===== config.mk =====
export PLATFORM = sky130hd
export DESIGN_NAME = wbg_lane
export DESIGN_NICKNAME = d
export VERILOG_FILES = /design/src/rtl/wrench_bias_gravity_filter_defines.svh /design/src/rtl/wbg_pkg.sv /design/src/rtl/wbg_lane.sv
export SDC_FILE = /design/constraint.sdc
export NUM_CORES = 2
export LEC_CHECK = 0
export ABC_CLOCK_PERIOD_IN_PS = 13600
export BUFFER_PORTS_ARGS = -buffer_cell sky130_fd_sc_hd__clkbuf_2
export CORE_AREA = 2 2 474 382
export DETAILED_ROUTE_END_ITERATION = 7
export DIE_AREA = 0 0 476 384
export GPL_ROUTABILITY_DRIVEN = 1
export HOLD_SLACK_MARGIN = 0.08
export PLACE_DENSITY = 0.46
export SLEW_MARGIN = 10
export SYNTH_ARGS = -nofsm -noshare
export SYNTH_HDL_FRONTEND = slang
export SYNTH_SLANG_ARGS = --single-unit

===== constraint.sdc =====
create_clock -name i_clk -period 13.6 [get_ports i_clk]
set_input_delay 4.08 -clock i_clk [delete_from_list [all_inputs] [get_ports i_clk]]
set_output_delay 4.08 -clock i_clk [all_outputs]
set_load 0.1 [all_outputs]

===== src/rtl/wrench_bias_gravity_filter_defines.svh =====
// Assertion macros for the wrench bias and gravity filter.
`ifndef WRENCH_BIAS_GRAVITY_FILTER_DEFINES_SVH
`define WRENCH_BIAS_GRAVITY_FILTER_DEFINES_SVH

`ifndef SYNTH
`define WBG_ASSERT_IMP(name, clk, rst_n, ante, cons) \
    name: assert property (@(posedge clk) disable iff (!(rst_n)) (ante) |-> (cons)) \
        else $error("wbg assertion failed");
`define WBG_ASSERT_NEXT(name, clk, rst_n, ante, cons) \
    name: assert property (@(posedge clk) disable iff (!(rst_n)) (ante) |=> (cons)) \
        else $error("wbg assertion failed");
`else
`define WBG_ASSERT_IMP(name, clk, rst_n, ante, cons)
`define WBG_ASSERT_NEXT(name, clk, rst_n, ante, cons)
`endif

`endif


===== src/rtl/wbg_pkg.sv =====
`default_nettype none

package wbg_pkg;

    localparam int WRENCH_W  = 32;
    localparam int DIR_W     = 16;
    localparam int CFG_W     = 16;
    localparam int CFG_IDX_W = 2;
    localparam int NUM_AXES  = 6;
    localparam int NUM_DIRS  = 3;

    localparam int SAMPLE_COUNT_DEF = 64;

    localparam int GRAV_W = 21;
    localparam logic signed [GRAV_W-1:0] GRAVITY_Q16 = 21'sd642689;
    localparam logic signed [CFG_W-1:0]  OFFSET_Z_RESET = 16'sd3015;

    localparam int COMP_W = WRENCH_W + 1;
    localparam int W_W    = COMP_W + 1;

    localparam logic [CFG_IDX_W-1:0] REG_LOAD_MASS     = 2'd0;
    localparam logic [CFG_IDX_W-1:0] REG_FILTER_GAIN   = 2'd1;
    localparam logic [CFG_IDX_W-1:0] REG_LOAD_OFFSET_Z = 2'd2;

    localparam int AX_FX = 0;
    localparam int AX_FY = 1;
    localparam int AX_FZ = 2;
    localparam int AX_TX = 3;
    localparam int AX_TY = 4;
    localparam int AX_TZ = 5;

    typedef struct packed {
        logic mul1;
        logic mul2;
        logic rnd1;
        logic mul3;
        logic rnd2;
    } t_load_ctl;

    typedef struct packed {
        logic comp;
        logic acc;
        logic avg;
        logic wdif;
        logic fmul;
        logic fsum;
    } t_lane_ctl;

endpackage

`default_nettype wire


===== src/rtl/wbg_lane.sv =====
`default_nettype none

module wbg_lane #(
    parameter int SAMPLE_COUNT = wbg_pkg::SAMPLE_COUNT_DEF
) (
    input  logic                                i_clk,
    input  logic                                i_rst_n,
    input  wbg_pkg::t_lane_ctl                  i_ctl,
    input  logic signed [wbg_pkg::WRENCH_W-1:0] i_raw,
    input  logic signed [wbg_pkg::WRENCH_W-1:0] i_load,
    input  logic        [wbg_pkg::CFG_W-1:0]    i_gain,
    output logic signed [wbg_pkg::WRENCH_W-1:0] o_filt
);

    localparam int LOG2_N = $clog2(SAMPLE_COUNT);
    localparam int ACC_W  = wbg_pkg::COMP_W + LOG2_N;
    localparam int PK_W   = wbg_pkg::CFG_W + 1 + wbg_pkg::WRENCH_W;
    localparam int PT_W   = wbg_pkg::CFG_W + 2 + wbg_pkg::W_W;
    localparam int S_W    = PT_W + 1;
    localparam int F_SH   = 16;
    localparam int R_W    = S_W - F_SH;
    localparam int OW     = wbg_pkg::WRENCH_W;
    localparam logic [wbg_pkg::CFG_W:0] UNITY = {1'b1, {wbg_pkg::CFG_W{1'b0}}};
    localparam logic signed [S_W-1:0]   S_HALF = S_W'(64'sd1 <<< (F_SH - 1));
    localparam logic signed [OW-1:0]    SAT_MAX = {1'b0, {(OW-1){1'b1}}};
    localparam logic signed [OW-1:0]    SAT_MIN = {1'b1, {(OW-1){1'b0}}};

    logic signed [wbg_pkg::COMP_W-1:0] r_comp;
    logic signed [ACC_W-1:0]           r_bias;
    logic signed [wbg_pkg::W_W-1:0]    r_w;
    logic signed [PK_W-1:0]            r_pk;
    logic signed [PT_W-1:0]            r_pt;
    logic signed [OW-1:0]              r_filt;
    logic        [wbg_pkg::CFG_W:0]    w_take;
    logic signed [S_W-1:0]             w_sum;
    logic signed [S_W-1:0]             w_shr;
    logic signed [R_W-1:0]             w_rnd;
    logic signed [OW-1:0]              n_filt;

    always_comb begin
        w_take = UNITY - {1'b0, i_gain};
        w_sum  = S_W'(r_pk) + S_W'(r_pt) + S_HALF;
        w_shr  = w_sum >>> F_SH;
        w_rnd  = w_shr[R_W-1:0];
        if (&w_rnd[R_W-1:OW-1] || ~|w_rnd[R_W-1:OW-1]) begin
            n_filt = w_rnd[OW-1:0];
        end else if (w_rnd[R_W-1]) begin
            n_filt = SAT_MIN;
        end else begin
            n_filt = SAT_MAX;
        end
    end

    always_ff @(posedge i_clk) begin
        if (!i_rst_n) begin
            r_bias <= '0;
            r_filt <= '0;
        end else begin
            if (i_ctl.acc) begin
                r_bias <= r_bias + ACC_W'(r_comp);
            end else if (i_ctl.avg) begin
                r_bias <= r_bias >>> LOG2_N;
            end
            if (i_ctl.fsum) begin
                r_filt <= n_filt;
            end
        end
    end

    always_ff @(posedge i_clk) begin
        if (i_ctl.comp) begin
            r_comp <= wbg_pkg::COMP_W'(i_raw) - wbg_pkg::COMP_W'(i_load);
        end
        if (i_ctl.wdif) begin
            r_w <= wbg_pkg::W_W'(r_comp)
                 - wbg_pkg::W_W'($signed(r_bias[wbg_pkg::COMP_W-1:0]));
        end
        if (i_ctl.fmul) begin
            r_pk <= $signed({1'b0, i_gain}) * r_filt;
            r_pt <= $signed({1'b0, w_take}) * r_w;
        end
    end

    assign o_filt = r_filt;

endmodule

`default_nettype wire


==> out/metrics.cfg <==
[status]
run_status=finished, final reports clean

[floorplan]
dieWidth_um=476
std_cell_rows=139
dieHeight_um=384
die-area_sq_um=183000
start_util_pct=29.8
ioPinCount=120
core_area_sq_um=178000

[run]
cap_violations=0

[global_routing]
track_usage_pct=15.9
gr-total-overflow=0
grt_antenna_before_repair=6
grt_pass1_vias=40554
grt_pass1_wl_um=231000
grt_max_degree=73

[yosys]
synth_cell_types=72
synth_ff_type=edfxtp_1
synth_top_family_by_area=adder cells
synth.avg_cell_area_sq_um=9.05
synthesis.nets=7449
synthSimpleGateAreaFrac_pct=14.4
synth_edf_count=168
synth_area_leaders=fa_1 (39%), ha_1 (10%), edfxtp_1 (9.5%)
synth_compound_area_share_pct=8.62
async_reset_ff_share_pct=0
yosysTopAreaCell=fa_1
ys_ff_latch=239
synth_cells=5874
synth_seq_area_share_pct=12.2
synth_fa_ha_area_share_pct=49.7
synthMuxAreaShare_pct=0.0941
yosysWarnings=0
synth-xor-area-share_pct=3.97
yosysTopAreaCellShare_pct=39.3
mappedNetlistArea_sq_um=53200

[timing]
holdWs_ps=489
final.period_utilization_pct=93.1
rsz0062_at_grt=false
hold_violations=0
finalCriticalPeriod_ps=12650
worst_slew_pin_slew_ps=1230
tns_ps=0
fmax_mhz=79.0
final-max-slew-violation-count=0
setup_viol=0
fin_skew_ps=30.7
timing.slew.headroom_pct=17.7

[drt]
drc=0
ant_nets=0
wl_per_cell_um=17.0
routed_via_density=4.62
wl_um=141000
routed-via-count=38205
first_iter_violations=2048
drt-pass1-iter-count=6

[layout]
syn_to_final_growth_pct=8.28
fin_area_sq_um=57600
layout.nets=7426
drive_gt1_share_pct=4.80
final_util_pct=32.3
fillers=18841

[clock_network]
clk_path_buf_depth=3
cts-hold-fix-buffers=0
cts_sinks=239
cts_tree=done
cts_buffers=30
htreeDepth=1
cts_resized=0
cts_root_buf=clkbuf_16
cts_setup_buffers=0
clk_pin_slew_worst_paths_ps=70
clk_latency_ps=630

[critical_path]
criticalPathCategory=input port to flop
crit_fanout=13
worst_path_most_repeated_cell=fa_1
cp-start-kind=input port
slowest_stage=or4_1
end_kind=flop
slowest_delay_ps=720
arrival_ps=13020
r2r_slack_ps=5350
critPathRequiredTime_ps=13960

[placement]
placed_area_sq_um=56500
post-dp-hpwl_um=115000
io_buffer_count=119
gp_congestion=0.849

[worst_hold_path]
hold_path_class=flop to flop

==> path summary, 6_finish.rpt <==
kind | start | to | depth (start not counted)
worst min-delay path | o_filt[9]$_SDFFE_PN0P_ | o_filt[9]$_SDFFE_PN0P_ | 2
worst max register to register | r_w[5]$_DFFE_PP_ | r_pt[51]$_DFFE_PP_ | 25
worst max-delay path | i_gain[5] | r_pt[51]$_DFFE_PP_ | 30
worst min register to register | o_filt[9]$_SDFFE_PN0P_ | o_filt[9]$_SDFFE_PN0P_ | 2
==> placed cells by master (no fill, tap or decap), types with 13 or more instances in the layout <==
master        n
nor2b_1      30
ha_1        444
a31oi_1      20
nor3_1       36
o21a_1       24
nand3_1      52
xnor2_1     169
a211oi_1    104
dfxtp_1      71
and2_1      396
buf_4        82
inv_1      1309
xor2_1       58
nand2b_1     30
nand4_1      27
o21bai_1     36
nand2_1     791
a21o_1       98
clkbuf_16    34
clkbuf_2    117
o211ai_1     13
fa_1       1043
o21ai_0     104
a21oi_1     215
nor2_1      205
edfxtp_1    168
==> routing by layer <==
| layer | global-route usage (%) | share of wire [%] | vias to the layer above |
|---|---|---|---|
| met1 | 23.7 | 49 | 19581 |
| met2 | 25.2 | 45 | 620 |
| met5 | 0 | 0 | - |
| met3 | 1.50 | 3.8 | 87 |
| met4 | 2.80 | 1.8 | 0 |
| li1 | - | - | 17917 |
==> worst max-delay path: cells and delay by family <==
family	cells	cell delay [ps]
XOR/XNOR	2	720
AO/OA/AOI/OAI	8	1970
AND/OR/NAND/NOR	8	2750
adder cells (fa/ha/maj)	7	3200
buffers and inverters	5	320
==> sequential cells by signal, indices dropped and copies added (netlist names) <==
signal and count:
o_filt 32, r_bias 39, r_comp 33, r_pk 49, r_pt 52, r_w 34
==> stage by stage <==
| stage | setup WS, ps | std cells |
|---|---|---|
| finish | 945 | 8275 |
| global route | 468 | 8275 |
| CTS | 1030 | 8271 |
| detailed placement | 361 | 8216 |
| global placement | 423 | 8216 |
| floorplan | 1320 | 5874 |
==> cells by family (layout without fill, tap and decap cells) <==
kind of cell	count (synthesis)	count (layout)
fa+ha+maj	1487	1487
buf+inv	1566	1566
flops	239	239
mux	5	5
other cells	0	4
compound gates	707	707
xor+xnor	241	241
simple gates	1629	1629
==> cell type report <==
type,instances,area [sq um],area share (%)
multi-input combinational,4069,40900,71.1
tap,2397,3000,5.21
clock inverter,11,116,0.202
clock buffer,44,938,1.63
inverter,1311,4920,8.54
timing repair buffer,200,1210,2.09
sequential,239,6470,11.2
antenna,4,10.0,0.0174
==> synth_stat cells (10+ instances only) <==
cell      instances
nand2_1         791
inv_1          1309
nor2_1          206
nor4_1           10
dfxtp_1          71
o31ai_1          12
nand2b_1         30
and2_1          396
xnor2_1         179
and3_1           12
a21o_1           98
a21oi_1         215
fa_1           1043
ha_1            444
o21bai_1         36
nand4_1          27
a31oi_1          20
nor2b_1          30
nand3_1          52
clkbuf_1        239
xor2_1           62
o211ai_1         13
o21a_1           24
edfxtp_1        168
o21ai_0         104
nor3_1           36
a211oi_1        104
Power is left out: the tool's default activity adds up to more than one toggle a clock period on the data nets, which glitch-free logic cannot reach.
